[config.mk]
export PLATFORM = sky130hd
export DESIGN_NAME = jpeg_header_size_parser_core
export DESIGN_NICKNAME = d
export VERILOG_FILES = /design/src/hw/rtl/jhsp_pkg.sv /design/src/hw/rtl/jhsp_parser.sv /design/src/hw/rtl/jpeg_header_size_parser_core.sv
export SDC_FILE = /design/constraint.sdc
export NUM_CORES = 1
export LEC_CHECK = 0
export ABC_AREA = 1
export BUFFER_PORTS_ARGS = -buffer_cell sky130_fd_sc_hd__buf_2
export CORE_MARGIN = 2
export CORE_UTILIZATION = 64
export DETAILED_ROUTE_END_ITERATION = 10
export PLACE_DENSITY = 0.95
export SLEW_MARGIN = 20
export SYNTH_ARGS = -nofsm -noshare
export SYNTH_HDL_FRONTEND = slang
export SYNTH_SLANG_ARGS = --single-unit
[constraint.sdc]
create_clock -name clk -period 6.2 [get_ports clk]
set_clock_uncertainty 0.05 [all_clocks]
set_input_delay 1.24 -clock clk [delete_from_list [all_inputs] [get_ports clk]]
set_output_delay 1.24 -clock clk [all_outputs]
set_load 0.1 [all_outputs]
[src/hw/rtl/jhsp_pkg.sv]
// ----------------------------------------------------------------------------
// jhsp_pkg
// Shared types and constants for the JPEG header size parser.
// ----------------------------------------------------------------------------
package jhsp_pkg;

    localparam int BYTE_W   = 8;
    localparam int DIM_W    = 16;
    localparam int STATUS_W = 3;
    localparam int COUNT_W  = 3;

    // result tdata: status, height, width, padded to whole bytes
    localparam int RES_BITS = STATUS_W + 2 * DIM_W;
    localparam int RES_TDATA_W = ((RES_BITS + 7) / 8) * 8;

    localparam logic [BYTE_W-1:0] MARKER_PREFIX = 8'hFF;
    localparam logic [BYTE_W-1:0] SOI_CODE      = 8'hD8;
    localparam logic [BYTE_W-1:0] SOS_CODE      = 8'hDA;
    localparam logic [BYTE_W-1:0] EOI_CODE      = 8'hD9;
    localparam logic [BYTE_W-1:0] SOF_BASE      = 8'hC0;

    // SOF header byte positions after the marker code
    localparam logic [COUNT_W-1:0] SOF_HEIGHT_HI = 3'd3;
    localparam logic [COUNT_W-1:0] SOF_HEIGHT_LO = 3'd4;
    localparam logic [COUNT_W-1:0] SOF_WIDTH_HI  = 3'd5;
    localparam logic [COUNT_W-1:0] SOF_WIDTH_LO  = 3'd6;
    localparam logic [COUNT_W-1:0] SOF_NCOMP     = 3'd7;

    typedef enum logic [2:0] {
        PH_SOI0 = 3'd0,
        PH_SOI1 = 3'd1,
        PH_SEEK = 3'd2,
        PH_FILL = 3'd3,
        PH_SOF  = 3'd4,
        PH_LEN  = 3'd5,
        PH_SKIP = 3'd6,
        PH_DONE = 3'd7
    } phase_t;

    typedef enum logic [STATUS_W-1:0] {
        ST_FOUND      = 3'd0,
        ST_BAD_START  = 3'd1,
        ST_GARBAGE    = 3'd2,
        ST_SCAN_END   = 3'd3,
        ST_BAD_LENGTH = 3'd4,
        ST_TRUNCATED  = 3'd5
    } status_t;

    typedef struct packed {
        logic             valid;
        status_t          status;
        logic [DIM_W-1:0] height;
        logic [DIM_W-1:0] width;
    } result_t;

    // SOF family: Cx excluding C4 (DHT), C8 (JPG) and CC (DAC)
    function automatic logic is_sof_code(input logic [BYTE_W-1:0] b);
        logic hit;
        hit = (b[7:4] == SOF_BASE[7:4]) && (b[1:0] != 2'b00 || b[3:2] == 2'b00);
        return hit;
    endfunction

endpackage

[src/hw/rtl/jhsp_parser.sv]
// ----------------------------------------------------------------------------
// jhsp_parser
// Marker walker state; one byte per enabled cycle, zero or one result.
// ----------------------------------------------------------------------------
module jhsp_parser
(
    input  logic                        clk,
    input  logic                        rst_n,
    input  logic                        step,
    input  logic [jhsp_pkg::BYTE_W-1:0] data_byte,
    input  logic                        end_of_file,
    output jhsp_pkg::result_t           result
);

    jhsp_pkg::phase_t                 phase_reg,  phase_next;
    logic [jhsp_pkg::COUNT_W-1:0]     count_reg,  count_next;
    logic [jhsp_pkg::DIM_W-1:0]       skip_reg,   skip_next;
    logic [jhsp_pkg::BYTE_W-1:0]      held_reg,   held_next;
    logic [jhsp_pkg::DIM_W-1:0]       height_reg, height_next;
    logic [jhsp_pkg::DIM_W-1:0]       width_reg,  width_next;

    logic                             res_valid;
    jhsp_pkg::status_t                res_status;
    logic [jhsp_pkg::DIM_W-1:0]       word;

    // next state
    always_comb
    begin
        phase_next  = phase_reg;
        count_next  = count_reg;
        skip_next   = skip_reg;
        held_next   = held_reg;
        height_next = height_reg;
        width_next  = width_reg;
        res_valid   = 1'b0;
        res_status  = jhsp_pkg::ST_FOUND;
        word        = {held_reg, data_byte};

        unique case (phase_reg)
            jhsp_pkg::PH_SOI0:
            begin
                if (data_byte == jhsp_pkg::MARKER_PREFIX)
                    phase_next = jhsp_pkg::PH_SOI1;
                else
                begin
                    res_valid  = 1'b1;
                    res_status = jhsp_pkg::ST_BAD_START;
                end
            end
            jhsp_pkg::PH_SOI1:
            begin
                if (data_byte == jhsp_pkg::SOI_CODE)
                    phase_next = jhsp_pkg::PH_SEEK;
                else
                begin
                    res_valid  = 1'b1;
                    res_status = jhsp_pkg::ST_BAD_START;
                end
            end
            jhsp_pkg::PH_SEEK:
            begin
                if (data_byte == jhsp_pkg::MARKER_PREFIX)
                    phase_next = jhsp_pkg::PH_FILL;
                else
                begin
                    res_valid  = 1'b1;
                    res_status = jhsp_pkg::ST_GARBAGE;
                end
            end
            jhsp_pkg::PH_FILL:
            begin
                if (data_byte == jhsp_pkg::MARKER_PREFIX)
                begin
                    phase_next = jhsp_pkg::PH_FILL; // fill byte
                end
                else if (jhsp_pkg::is_sof_code(data_byte))
                begin
                    phase_next = jhsp_pkg::PH_SOF;
                    count_next = '0;
                end
                else if (data_byte == jhsp_pkg::SOS_CODE || data_byte == jhsp_pkg::EOI_CODE)
                begin
                    res_valid  = 1'b1;
                    res_status = jhsp_pkg::ST_SCAN_END;
                end
                else
                begin
                    phase_next = jhsp_pkg::PH_LEN;
                    count_next = '0;
                end
            end
            jhsp_pkg::PH_SOF:
            begin
                case (count_reg) inside
                    jhsp_pkg::SOF_HEIGHT_HI, jhsp_pkg::SOF_WIDTH_HI:
                        held_next = data_byte;
                    jhsp_pkg::SOF_HEIGHT_LO:
                        height_next = word;
                    jhsp_pkg::SOF_WIDTH_LO:
                        width_next = word;
                    jhsp_pkg::SOF_NCOMP:
                        res_valid = 1'b1;
                    default:
                        ;
                endcase
                if (count_reg != jhsp_pkg::SOF_NCOMP)
                    count_next = count_reg + jhsp_pkg::COUNT_W'(1);
            end
            jhsp_pkg::PH_LEN:
            begin
                if (count_reg == '0)
                begin
                    held_next  = data_byte;
                    count_next = jhsp_pkg::COUNT_W'(1);
                end
                else
                begin
                    count_next = '0;
                    if (word < jhsp_pkg::DIM_W'(2))
                    begin
                        res_valid  = 1'b1;
                        res_status = jhsp_pkg::ST_BAD_LENGTH;
                    end
                    else if (word == jhsp_pkg::DIM_W'(2))
                        phase_next = jhsp_pkg::PH_SEEK;
                    else
                    begin
                        skip_next  = word - jhsp_pkg::DIM_W'(2);
                        phase_next = jhsp_pkg::PH_SKIP;
                    end
                end
            end
            jhsp_pkg::PH_SKIP:
            begin
                if (skip_reg <= jhsp_pkg::DIM_W'(1))
                begin
                    skip_next  = '0;
                    phase_next = jhsp_pkg::PH_SEEK;
                end
                else
                    skip_next = skip_reg - jhsp_pkg::DIM_W'(1);
            end
            jhsp_pkg::PH_DONE:
                ;
            default:
                ;
        endcase

        if (res_valid)
            phase_next = jhsp_pkg::PH_DONE;

        if (end_of_file && !res_valid && phase_reg != jhsp_pkg::PH_DONE)
        begin
            res_valid  = 1'b1;
            res_status = jhsp_pkg::ST_TRUNCATED;
        end

        // last byte of a file always restarts the walk
        if (end_of_file)
        begin
            phase_next  = jhsp_pkg::PH_SOI0;
            count_next  = '0;
            skip_next   = '0;
            held_next   = '0;
            height_next = '0;
            width_next  = '0;
        end
    end

    // result fields
    always_comb
    begin
        result.valid  = step && res_valid;
        result.status = res_status;
        if (res_status == jhsp_pkg::ST_FOUND)
        begin
            result.height = height_reg;
            result.width  = width_reg;
        end
        else
        begin
            result.height = '0;
            result.width  = '0;
        end
    end

    always_ff @(posedge clk or negedge rst_n)
    begin
        if (!rst_n)
        begin
            phase_reg  <= jhsp_pkg::PH_SOI0;
            count_reg  <= '0;
            skip_reg   <= '0;
            held_reg   <= '0;
            height_reg <= '0;
            width_reg  <= '0;
        end
        else if (step)
        begin
            phase_reg  <= phase_next;
            count_reg  <= count_next;
            skip_reg   <= skip_next;
            held_reg   <= held_next;
            height_reg <= height_next;
            width_reg  <= width_next;
        end
    end

endmodule

[src/hw/rtl/jpeg_header_size_parser_core.sv]
// Path: a byte goes from the input register through the parser to the result register.
// Throughput: one byte per cycle; the input register refills in the same
// cycle that the parser consumes it, and the result register parts the sides.
// Stalls come only from m_tready held low while a result waits.
// Reset: asynchronous, active low; parser returns to expecting the SOI marker.
// ----------------------------------------------------------------------------
// jpeg_header_size_parser_core
// Streams a JPEG file and reports SOF height and width, or a failure code.
// ----------------------------------------------------------------------------
module jpeg_header_size_parser_core
(
    input  logic                             clk,
    input  logic                             rst_n,
    input  logic                             s_tvalid,
    output logic                             s_tready,
    input  logic [jhsp_pkg::BYTE_W-1:0]      s_tdata,  // [7:0] data_byte
    input  logic                             s_tlast,  // end_of_file
    output logic                             m_tvalid,
    input  logic                             m_tready,
    output logic [jhsp_pkg::RES_TDATA_W-1:0] m_tdata   // status, image_height, image_width
);

    logic                        in_valid_reg;
    logic [jhsp_pkg::BYTE_W-1:0] in_byte_reg;
    logic                        in_last_reg;
    logic                        advance;
    jhsp_pkg::result_t           result;

    logic                             out_valid_reg;
    logic [jhsp_pkg::RES_TDATA_W-1:0] out_data_reg;

    assign advance  = in_valid_reg && (!out_valid_reg || m_tready);
    assign s_tready = !in_valid_reg || advance;

    always_ff @(posedge clk or negedge rst_n)
    begin
        if (!rst_n)
            in_valid_reg <= 1'b0;
        else if (s_tready)
            in_valid_reg <= s_tvalid;
    end

    always_ff @(posedge clk)
    begin
        if (s_tvalid && s_tready)
        begin
            in_byte_reg <= s_tdata;
            in_last_reg <= s_tlast;
        end
    end

    jhsp_parser u_parser
    (
        .clk         (clk),
        .rst_n       (rst_n),
        .step        (advance),
        .data_byte   (in_byte_reg),
        .end_of_file (in_last_reg),
        .result      (result)
    );

    always_ff @(posedge clk or negedge rst_n)
    begin
        if (!rst_n)
            out_valid_reg <= 1'b0;
        else if (result.valid)
            out_valid_reg <= 1'b1;
        else if (m_tready)
            out_valid_reg <= 1'b0;
    end

    always_ff @(posedge clk)
    begin
        if (result.valid)
            out_data_reg <= jhsp_pkg::RES_TDATA_W'({result.width, result.height,
                                                    result.status});
    end

    assign m_tvalid = out_valid_reg;
    assign m_tdata  = out_data_reg;

`ifndef SYNTHESIS
    // failures carry zero dimensions
    a_zero_dims_on_fail: assert property (@(posedge clk) disable iff (!rst_n)
        (m_tvalid && m_tdata[jhsp_pkg::STATUS_W-1:0] != jhsp_pkg::ST_FOUND)
        |-> (m_tdata[jhsp_pkg::RES_TDATA_W-1:jhsp_pkg::STATUS_W] == '0))
        else $error("non-zero dimensions on a failure result");

    // status codes stay within the defined set
    a_status_range: assert property (@(posedge clk) disable iff (!rst_n)
        m_tvalid |-> (m_tdata[jhsp_pkg::STATUS_W-1:0] <= jhsp_pkg::ST_TRUNCATED))
        else $error("undefined status code");

    // an empty input register always takes a request
    a_ready_when_empty: assert property (@(posedge clk) disable iff (!rst_n)
        !in_valid_reg |-> s_tready)
        else $error("input stalled while empty");

    // a consumed last byte that found the parser mid-file must give a result
    a_eof_result: assert property (@(posedge clk) disable iff (!rst_n)
        (advance && in_last_reg && u_parser.phase_reg != jhsp_pkg::PH_DONE)
        |=> m_tvalid)
        else $error("last byte gave no result");
`endif

endmodule

== Word-level counts from Yosys, hierarchy flattened ==
Index checks and enable logic that the tools add are counted.

* Register bits after elaboration: 108
* Bits of input ports: 13
* Output and inout port bits: 42
* Logic and storage cells: 151

* Add/subtract/negate cells: 3
* $lt $le $gt $ge: 2
* Equal/unequal tests: 36
* Muxes and demuxes: 64
* Reduce and logical (&&, ||, !) cells: 34

{| class="wikitable"
|+ Operator list
! cell !! count
|-
| $mux W16 || 14
|-
| $mux W3 || 22
|-
| $eq A8 B8 Y1 const B || 4
|-
| $pmux W16 S2 || 1
|-
| $mux W8 || 3
|-
| $eq A3 B3 Y1 const B || 7
|-
| $ne A3 B3 Y1 const B || 7
|-
| $pmux W3 S6 || 1
|-
| $mux W1 || 17
|-
| $eq A16 B2 Y1 const B || 1
|-
| $le A16 B1 Y1 const B || 1
|-
| $lt A16 B2 Y1 const B || 1
|-
| $ne A4 B2 Y1 const B || 4
|-
| $pmux W8 S2 || 1
|-
| $sub A16 B1 Y16 const B || 1
|-
| $sub A16 B2 Y16 const B || 1
|-
| $pmux W3 S5 || 1
|-
| $reduce_and A5 Y1 || 3
|-
| $reduce_bool A2 Y1 || 5
|-
| $eq A3 B2 Y1 const B || 3
|-
| $logic_not A3 Y1 || 3
|-
| $pmux W3 S3 || 1
|-
| $reduce_and A9 Y1 || 1
|-
| $ne A4 B4 Y1 const B || 2
|-
| 18 further kinds || 34
|}

== Depth between registers and ports, before layout ==
Gate-level depths: netlist of the first run.

* Depth in word-level cells: 12
* Gate-level depth with buffers: 14
* Depth with buffers taken out: 14

== Modules after synthesis ==
From an unflattened synthesis of the first run, not the netlist that was laid out.

* Cells, all modules: 684
* Area total of the unflattened synthesis: 5785.5 µm²

{| class="wikitable"
|+ Modules (own cells, without submodules)
! module !! instances !! cells an instance !! area each (µm²)
|-
| jhsp_parser || 1 || 624 || 4327.9
|-
| jpeg_header_size_parser_core || 1 || 60 || 1457.6
|}

== Worst setup path after synthesis of the first run ==
No wires, ideal clock.

* Path kind: input port to output port
* From: input port m_tready
* To: output port s_tready
* Arrival: 1945 ps
* Required time: 4910 ps
* Path slack: 2965 ps
* Stages on the path: 2
* Cell sequence: nor2_1 -> nand2_1

* Longest elaborated chain between the ends: 3

{| class="wikitable"
|+ Ends and longest elaborated chain
! what !! line !! text
|-
| start: declaration || jpeg_header_size_parser_core.sv:19 || <nowiki>input logic m_tready,</nowiki>
|-
| $logic_or A1 B1 Y1 || jpeg_header_size_parser_core.sv:32 || <nowiki>assign advance = in_valid_reg && (!out_valid_reg || m_tready);</nowiki>
|-
| $logic_and A1 B1 Y1 || jpeg_header_size_parser_core.sv:32 ||
|-
| $logic_or A1 B1 Y1 || jpeg_header_size_parser_core.sv:33 || <nowiki>assign s_tready = !in_valid_reg || advance;</nowiki>
|-
| end: declaration || jpeg_header_size_parser_core.sv:15 || <nowiki>output logic s_tready,</nowiki>
|}

Every way passes these cells.

== Worst setup path after layout of the first run ==
Ends and elaborated chain as after synthesis.

==> reports/results.ini, run 1 <==
[timing]
finalSetupViolCount=0
fmaxAchievable_mhz=314.7
hold_viol=0
drv_slew=0
fin_hold_ws_ns=0.4627
tightestPinTransition_ns=0.8307
fin_crit_sh=0.5126
totalNegativeSetupSlack_ns=0
slew_headroom=0.4462
rsz0062_at_grt=false
layout_min_cycle_time_ns=3.178

[finish]
ff_latch_area_um2=2923
area_delta_synth_final_pct=7.745
final_core_util=0.7014
multi_input_area_um2=2182
drive_above_1_share=0.1339
nFillCells=639
diodes=0
top_register=m_tdata
largest_reg_flops=35
fin_nets=748

[floorplanning]
io_pins=55
start_util=0.6510
die_w_um=97.72
die_y_um=97.72
placementRows=34
die-area_um2=9549
core_area_um2=8636

[synthesis]
synthDistinctLibCells=34
netlist_instances=683
syn_area_um2=5622
yosysTopAreaCell=dfrtp_1
seq_area_frac_synth=0.5199
synth_top_cell_area_share=0.2849
ys_ff_latch=108
syn_avg_cell_area_um2=8.231
synth_area_leaders=dfrtp_1, edfxtp_1, nand2_1
ys_warn_count=0

[hold_path]
worstHoldStart=u_parser.height_reg[1]
whs_path_depth=2
worstHoldPathType=register to register
min_to=u_parser.height_reg[1]

[clock_network]
clock_sinks=108
cts_tree=done
postCtsSetupBuffers=0
clock_latency_ns=0.37
cts_made_buffers=9
h-tree-depth=3
holdBufCountCts=0
root_buffer=clkbuf_8
cts.path.max_buffers=2
cts_resized=0
cts.clk_slew.worst_paths_ns=0.11

[setup_path]
required_ns=4.91
cp-end-kind=output pin
r2r_setup_slack_ns=3.46
timing.rr.end=u_parser.width_reg[9]
reg2regPathDepth=6
path_class=input port to output pin
cp_data_arrival_time_ns=1.89
worst-path-max-fanout=3
worstReg2RegStart=in_last_reg
start_kind=input port

[grt]
grtUsageTotal=0.2831
grt_max_degree=65
antenna_found_initial=0
grt_pass1_wl_um=21990
grt_pass1_vias=4634
grt_remaining_overflow=0

[routing]
viasPerCell=5.658
ant_nets=0
route.detailed.drc=0
drtPass1Iterations=5
via_count=4753
wire_per_inst_um=15.25
wl_um=12810
drt_iter0_markers=416

[place]
io_buffers=49
finalWeightedCongestion=0.9176
hpwlAfterDp_um=9088

[outcome]
status=finished clean

[job]
cap_violations=0

-- layout make-up --
class / count / share of cell area
multi-input combinational: 457 / 0.3603
clock inverter: 6 / 0.009502
tap: 108 / 0.02231
sequential: 108 / 0.4825
timing repair buffer: 50 / 0.04173
inverter: 101 / 0.06259
clock buffer: 10 / 0.02107
-- metal layers --
layer,track usage,part of all wire,vias to the layer above
li1,-,-,2253
met1,0.3904,0.43,2240
met2,0.4690,0.48,228
met3,0.03813,0.066,32
met4,0.09615,0.023,0
met5,0,0,-
-- critical path, stage by stage --
cell     delay (ns)
buf_2          0.09
nor2_1         0.04
nand2_1        0.08
buf_2          0.43
-- cell usage in the layout (no fill, tap or decap), drive strengths merged --
cell / Yosys / layout
xor2: 6 / 6
xnor2: 3 / 3
ha: 8 / 8
o22ai: 4 / 4
or2: 1 / 1
nand3: 41 / 41
inv: 99 / 103
nand2: 175 / 175
buf: 18 / 50
a21boi: 1 / 1
o211ai: 1 / 1
nand4: 8 / 8
conb: 1 / 5
clkinv: 2 / 4
a31oi: 1 / 1
nor3: 3 / 3
edfxtp: 44 / 44
clkbuf: 3 / 10
dfrtp: 64 / 64
a21oi: 12 / 12
o2111ai: 1 / 1
nor2: 102 / 102
o21ai: 85 / 85
-- logic make-up (layout without fill, tap and decap cells) --
logic type | Yosys count | in the layout | share of synthesized area
and+or+nand+nor | 330 | 330 | 0.2522
buffers and inverters | 122 | 167 | 0.09459
DFF | 108 | 108 | 0.5199
AOI/OAI and AO/OA | 105 | 105 | 0.1008
xor gates and xnor gates | 9 | 9 | 0.01402
adders and majority gates | 8 | 8 | 0.01781
other | 1 | 5 | 0.0006671
-- synthesized netlist by cell type --
| cell type | n |
|---|---|
| o21ai_0 | 77 |
| a31oi_1 | 1 |
| nand4_1 | 7 |
| nor2_2 | 6 |
| o211ai_1 | 1 |
| xor2_1 | 6 |
| nand4_2 | 1 |
| nand2_1 | 170 |
| buf_4 | 8 |
| nor2_1 | 91 |
| dfrtp_1 | 64 |
| o21ai_2 | 7 |
| nand3_2 | 1 |
| inv_1 | 95 |
| conb_1 | 1 |
| a21boi_0 | 1 |
| o22ai_1 | 4 |
| o21ai_1 | 1 |
| inv_2 | 4 |
| nand3_1 | 38 |
| edfxtp_1 | 44 |
| or2_2 | 1 |
| ha_1 | 8 |
| nor3_1 | 3 |
| clkbuf_1 | 3 |
| clkinv_1 | 2 |
| nand2_2 | 5 |
| buf_2 | 5 |
| buf_6 | 5 |
| nor2_4 | 5 |
| o2111ai_1 | 1 |
| a21oi_1 | 12 |
| xnor2_1 | 3 |
| nand3_4 | 2 |
-- metrics by stage --
| step | cell area, µm² | std cells | setup WS (ns) |
|---|---|---|---|
| floorplan | 5637 | 687 | 2.965 |
| global placement | 5872 | 824 | 3.019 |
| detailed placement | 5872 | 824 | 2.912 |
| CTS | 6057 | 840 | 3.023 |
| global route | 6057 | 840 | 2.967 |
| finish | 6057 | 840 | 3.022 |
-- how the worst max path moves through the flow --
stage,start,end,slack [ns],cells after the start
3_5_place_dp,m_tready,m_tdata[32],2.91,5
5_1_grt,m_tready,s_tready,2.97,4
2_1_floorplan,m_tready,s_tready,2.97,2
6_report,m_tready,s_tready,3.02,4
3_3_place_gp,m_tready,s_tready,3.02,4
4_1_cts,m_tready,s_tready,3.02,4
Power of run 1 is not shown: default switching activity piles up to over one toggle a cycle in this logic, so the estimate is an artifact.
==> run 2, diff against run 1 <==
- CORE_UTILIZATION: 64 -> 54
- PLACE_DENSITY: 0.95 -> 0.89
- clock period: 6.2 -> 2.65 ns (I/O delays scaled with it)
==> run 2 against run 1 <==
Against the previous run:
- first-iteration DRC count decreased by 12%
- setup slack worse by 2.8 ns
- sequential cell count did not move
- sequential share of layout area shrank 0.95 points
- cell count is 4.0% higher
- worst hold slack worse by 0.40 ns
- die area up 18%
- register-to-register slack worse by 3.2 ns
- routed wire length shrank 9.0%
- critical path depth is 8 higher
- count of clock-buffer cells in the layout down 1
==> reports/results.ini, run 2 (synthesized netlist as in run 1, its figures left out) <==
[job]
cap_violations=0  ; unchanged

[clock_network]
cts.clk_slew.worst_paths_ns=0.11  ; about the same
h-tree-depth=3  ; unchanged
cts_made_buffers=9  ; unchanged
postCtsSetupBuffers=0  ; unchanged
root_buffer=clkbuf_8
clock_latency_ns=0.39  ; +0.02 ns
cts_tree=done
clock_sinks=108  ; unchanged
cts_resized=0  ; unchanged
cts.path.max_buffers=2  ; unchanged
holdBufCountCts=0  ; unchanged

[routing]
drtPass1Iterations=5  ; unchanged
ant_nets=0  ; unchanged
wire_per_inst_um=13.33  ; -13%
drt_iter0_markers=367  ; -12%
via_count=4529  ; -4.7%
route.detailed.drc=0  ; unchanged
wl_um=11650  ; -9.0%
viasPerCell=5.182  ; -8.4%

[place]
hpwlAfterDp_um=8550  ; -5.9%
io_buffers=49  ; unchanged
finalWeightedCongestion=0.9459  ; +3.1%

[timing]
finalSetupViolCount=0  ; unchanged
totalNegativeSetupSlack_ns=0  ; unchanged
tightestPinTransition_ns=0.5488  ; -0.2819 ns
slew_headroom=0.6341  ; +0.1879
fmaxAchievable_mhz=420.4
layout_min_cycle_time_ns=2.379
hold_viol=0  ; unchanged
drv_slew=0  ; unchanged
fin_crit_sh=0.8976
rsz0062_at_grt=false

[floorplanning]
die-area_um2=11240  ; +18%
core_area_um2=10230  ; +18%
die_w_um=106.0  ; +8.5%
die_y_um=106.0  ; +8.5%
start_util=0.5495  ; -0.1015
io_pins=55  ; unchanged
placementRows=37  ; +8.8%

[grt]
grtUsageTotal=0.2279  ; -0.05513
grt_remaining_overflow=0  ; unchanged
antenna_found_initial=0  ; unchanged
grt_max_degree=36  ; -45%
grt_pass1_vias=4278  ; -7.7%
grt_pass1_wl_um=20290  ; -7.7%

[setup_path]
r2r_setup_slack_ns=0.27  ; -3.19 ns
worstReg2RegStart=u_parser.count_reg[0]
worst-path-max-fanout=35  ; +32
reg2regPathDepth=12  ; +6
start_kind=register
cp-end-kind=register
required_ns=2.68  ; -2.23 ns
cp_data_arrival_time_ns=2.41  ; +0.52 ns
timing.rr.end=m_tdata[8]
path_class=register to register

[finish]
final_common_cell=nand2_1
area_delta_synth_final_pct=9.904
fin_nets=755  ; +0.94%
largest_reg_flops=35  ; unchanged
diodes=0  ; unchanged
drive_above_1_share=0.1409  ; +0.007042
top_register=m_tdata
most-common-layout-cells=nand2_1, inv_1, nor2_1

[hold_path]
worstHoldPathType=input port to asynchronous set/reset pin

[outcome]
status=finished clean

[run 2: final cells by class]
class / count / area (µm²)
flip-flops and latches: 108 / 2923
inverters: 101 / 379.1
clock buffers: 9 / 123.9
well taps: 136 / 170.2
multi-input cells: 457 / 2182
repair buffers: 57 / 317.8
clock inverters: 6 / 82.58
fillers: 926 / 4053
[run 2: critical path: stages (launching register included)]
cell and delay, ns:
dfrtp_1 0.45, ha_1 0.25, ha_1 0.21, nand2_1 0.07
nor2_1 0.04, nand2_1 0.05, nand2_1 0.05, nor2_2 0.20
nand2_2 0.11, nor2_4 0.12, o21ai_0 0.12, inv_1 0.12
buf_12 0.21
[run 2: metrics by stage]
stage	setup WS, ns	std cells	utilization	hold slack, ns	instance area, µm²
6_report	0.2713	874	0.6039	0.06597	6178
5_1_grt	0.09458	874	0.6039	0.1047	6178
4_1_cts	0.3008	874	0.6039	0.08148	6178
3_5_place_dp	0.3071	859	0.5837	0.4230	5972
3_3_place_gp	0.4609	859	0.5837	0.4161	5972
2_1_floorplan	0.07164	687	-	0.1844	5637
[run 2: how the worst max path moves through the flow]
stage,from,to,slack (ns),cells after the start
CTS,u_parser.count_reg[0],m_tdata[4],0.30,12
finish,u_parser.count_reg[0],m_tdata[8],0.27,12
floorplan,u_parser.count_reg[0],m_tdata[0],0.07,11
detailed placement,u_parser.count_reg[0],m_tdata[32],0.31,12
global route,u_parser.count_reg[0],m_tdata[4],0.09,13
global placement,u_parser.count_reg[0],m_tdata[27],0.46,12
[run 2: metal layers]
| metal | track usage | wire length [µm] | vias up |
|---|---|---|---|
| li1 | - | - | 2264 |
| met2 | 0.3650 | 5547 | 180 |
| met1 | 0.3133 | 5145 | 2060 |
| met5 | 0 | 0 | - |
| met3 | 0.03740 | 713 | 25 |
| met4 | 0.08835 | 246 | 0 |
Power of run 2 is left out for the same reason.
==> run 3, diff against run 2 <==
- CORE_MARGIN: 2 -> 5
- CTS_CLUSTER_SIZE: unset -> 8
- PLACE_DENSITY: 0.89 -> 0.77
==> run 3 against run 2 <==
Against the previous run:
- cell count grew 0.11%
- sequential share of layout area shrank 0.096 points
- first-iteration DRC count is 4.4% higher
- worst hold slack got worse by 0.064 ns
- utilization rose by 0.12 points
- critical path depth is the same
- maximum frequency rose by 2.3%
- largest cell class unchanged
==> reports/results.ini, run 3 (synthesized netlist as in run 1, its figures left out) <==
[clock_network]
postCtsSetupBuffers=0  ; unchanged
clock_sinks=108  ; unchanged
cts.path.max_buffers=2  ; unchanged
cts_resized=0  ; unchanged
cts_tree=done
holdBufCountCts=0  ; unchanged
cts.clk_slew.worst_paths_ns=0.11  ; about the same
clock_latency_ns=0.38  ; about the same
root_buffer=clkbuf_8
cts_made_buffers=9  ; unchanged
h-tree-depth=3  ; unchanged

[routing]
via_count=4532  ; +0.066%
drtPass1Iterations=6  ; +1
route.detailed.drc=0  ; unchanged
wl_um=11940  ; +2.5%
viasPerCell=5.179  ; about the same
ant_nets=0  ; unchanged
drt_iter0_markers=383  ; +4.4%
wire_per_inst_um=13.65  ; +2.4%

[timing]
hold_viol=0  ; unchanged
totalNegativeSetupSlack_ns=0  ; unchanged
rsz0062_at_grt=false
fmaxAchievable_mhz=430.1  ; +2.3%
fin_crit_sh=0.8774  ; -0.02027
finalSetupViolCount=0  ; unchanged
drv_slew=0  ; unchanged
layout_min_cycle_time_ns=2.325  ; -0.05371 ns

[setup_path]
cp-end-kind=register
worst-path-max-fanout=35  ; unchanged
start_kind=register
cp_data_arrival_time_ns=2.35  ; -0.06 ns
path_class=register to register
required_ns=2.68  ; about the same

[place]
dp_cells=859  ; unchanged
io_buffers=49  ; unchanged
finalWeightedCongestion=0.9193  ; -2.8%
hpwlAfterDp_um=8838  ; +3.4%

[floorplanning]
core_area_um2=10230  ; unchanged
io_pins=55  ; unchanged
die-area_um2=12550  ; +12%
die_w_um=112.0  ; +5.7%
start_util=0.5495  ; unchanged
placementRows=37  ; unchanged
die_y_um=112.0  ; +5.7%

[grt]
antenna_found_initial=0  ; unchanged
grtUsageTotal=0.2009  ; -0.02703
busiest_layer=met2
grt_util_met3=0.03396  ; -0.003438
grt_pass1_wl_um=20710  ; +2.1%
grt_max_degree=36  ; unchanged
grt_use_met2=0.3189  ; -0.04603
use_met1=0.2824  ; -0.03088
grt_pass1_vias=4353  ; +1.8%
grt_remaining_overflow=0  ; unchanged

[finish]
fin_nets=755  ; unchanged
largest_reg_flops=35  ; unchanged
area_delta_synth_final_pct=10.13
top_register=m_tdata
stdcell_count=875  ; +0.11%
final_core_util=0.6051  ; +0.001223
drive_above_1_share=0.1421  ; +0.001162
most-common-layout-cells=nand2_1, inv_1, nor2_1
diodes=0  ; unchanged
final_common_cell=nand2_1

[hold_path]
worstHoldPathType=input port to asynchronous set/reset pin

[outcome]
status=finished clean

[job]
cap_violations=0  ; unchanged

-- run 3: final timing paths --
check,start,end,slack [ns],depth (start not counted)
max,u_parser.count_reg[0],m_tdata[24],0.32,12
min,rst_n,u_parser.count_reg[0],0.002,1
max reg2reg,u_parser.count_reg[0],m_tdata[24],0.32,12
min reg2reg,u_parser.height_reg[1],u_parser.height_reg[1],0.45,2
max in group asynchronous,rst_n,u_parser.height_reg[13],1.86,2
min in group clk,s_tdata[1],in_byte_reg[1],0.26,1
-- run 3: metrics by stage --
| step | instance area, µm² | setup WS, ns | hold slack (ns) |
|---|---|---|---|
| 2_1_floorplan | 5637 | 0.07164 | 0.1844 |
| 3_3_place_gp | 5972 | 0.4709 | 0.4173 |
| 3_5_place_dp | 5972 | 0.3487 | 0.4200 |
| 4_1_cts | 6191 | 0.3181 | 0.009311 |
| 5_1_grt | 6191 | 0.1136 | 0.02356 |
| 6_report | 6191 | 0.3250 | 0.001616 |
-- run 3: final cells by class --
cell class	instances	area, µm²
well taps	136	170.2
inverters	101	379.1
flip-flops and latches	108	2923
repair buffers	57	317.8
fillers	914	4040
multi-input cells	457	2182
clock buffers	9	123.9
clock inverters	7	95.09
-- run 3: worst max-delay path: stages, from the launching register on --
cell and delay, ns:
dfrtp_1 0.44, ha_1 0.25, ha_1 0.20, nand2_1 0.07
nor2_1 0.04, nand2_1 0.06, nand2_1 0.06, nor2_2 0.17
nand2_2 0.11, nor2_4 0.11, o21ai_0 0.12, inv_1 0.12
buf_12 0.21
-- run 3: metal layers --
layer  vias to the layer above  routed length (µm)
li1                       2267                   -
met1                      2090                5461
met2                       153                5560
met3                        22                 718
met4                         0                 203
met5                         -                   0
Power of run 3 is left out for the same reason.
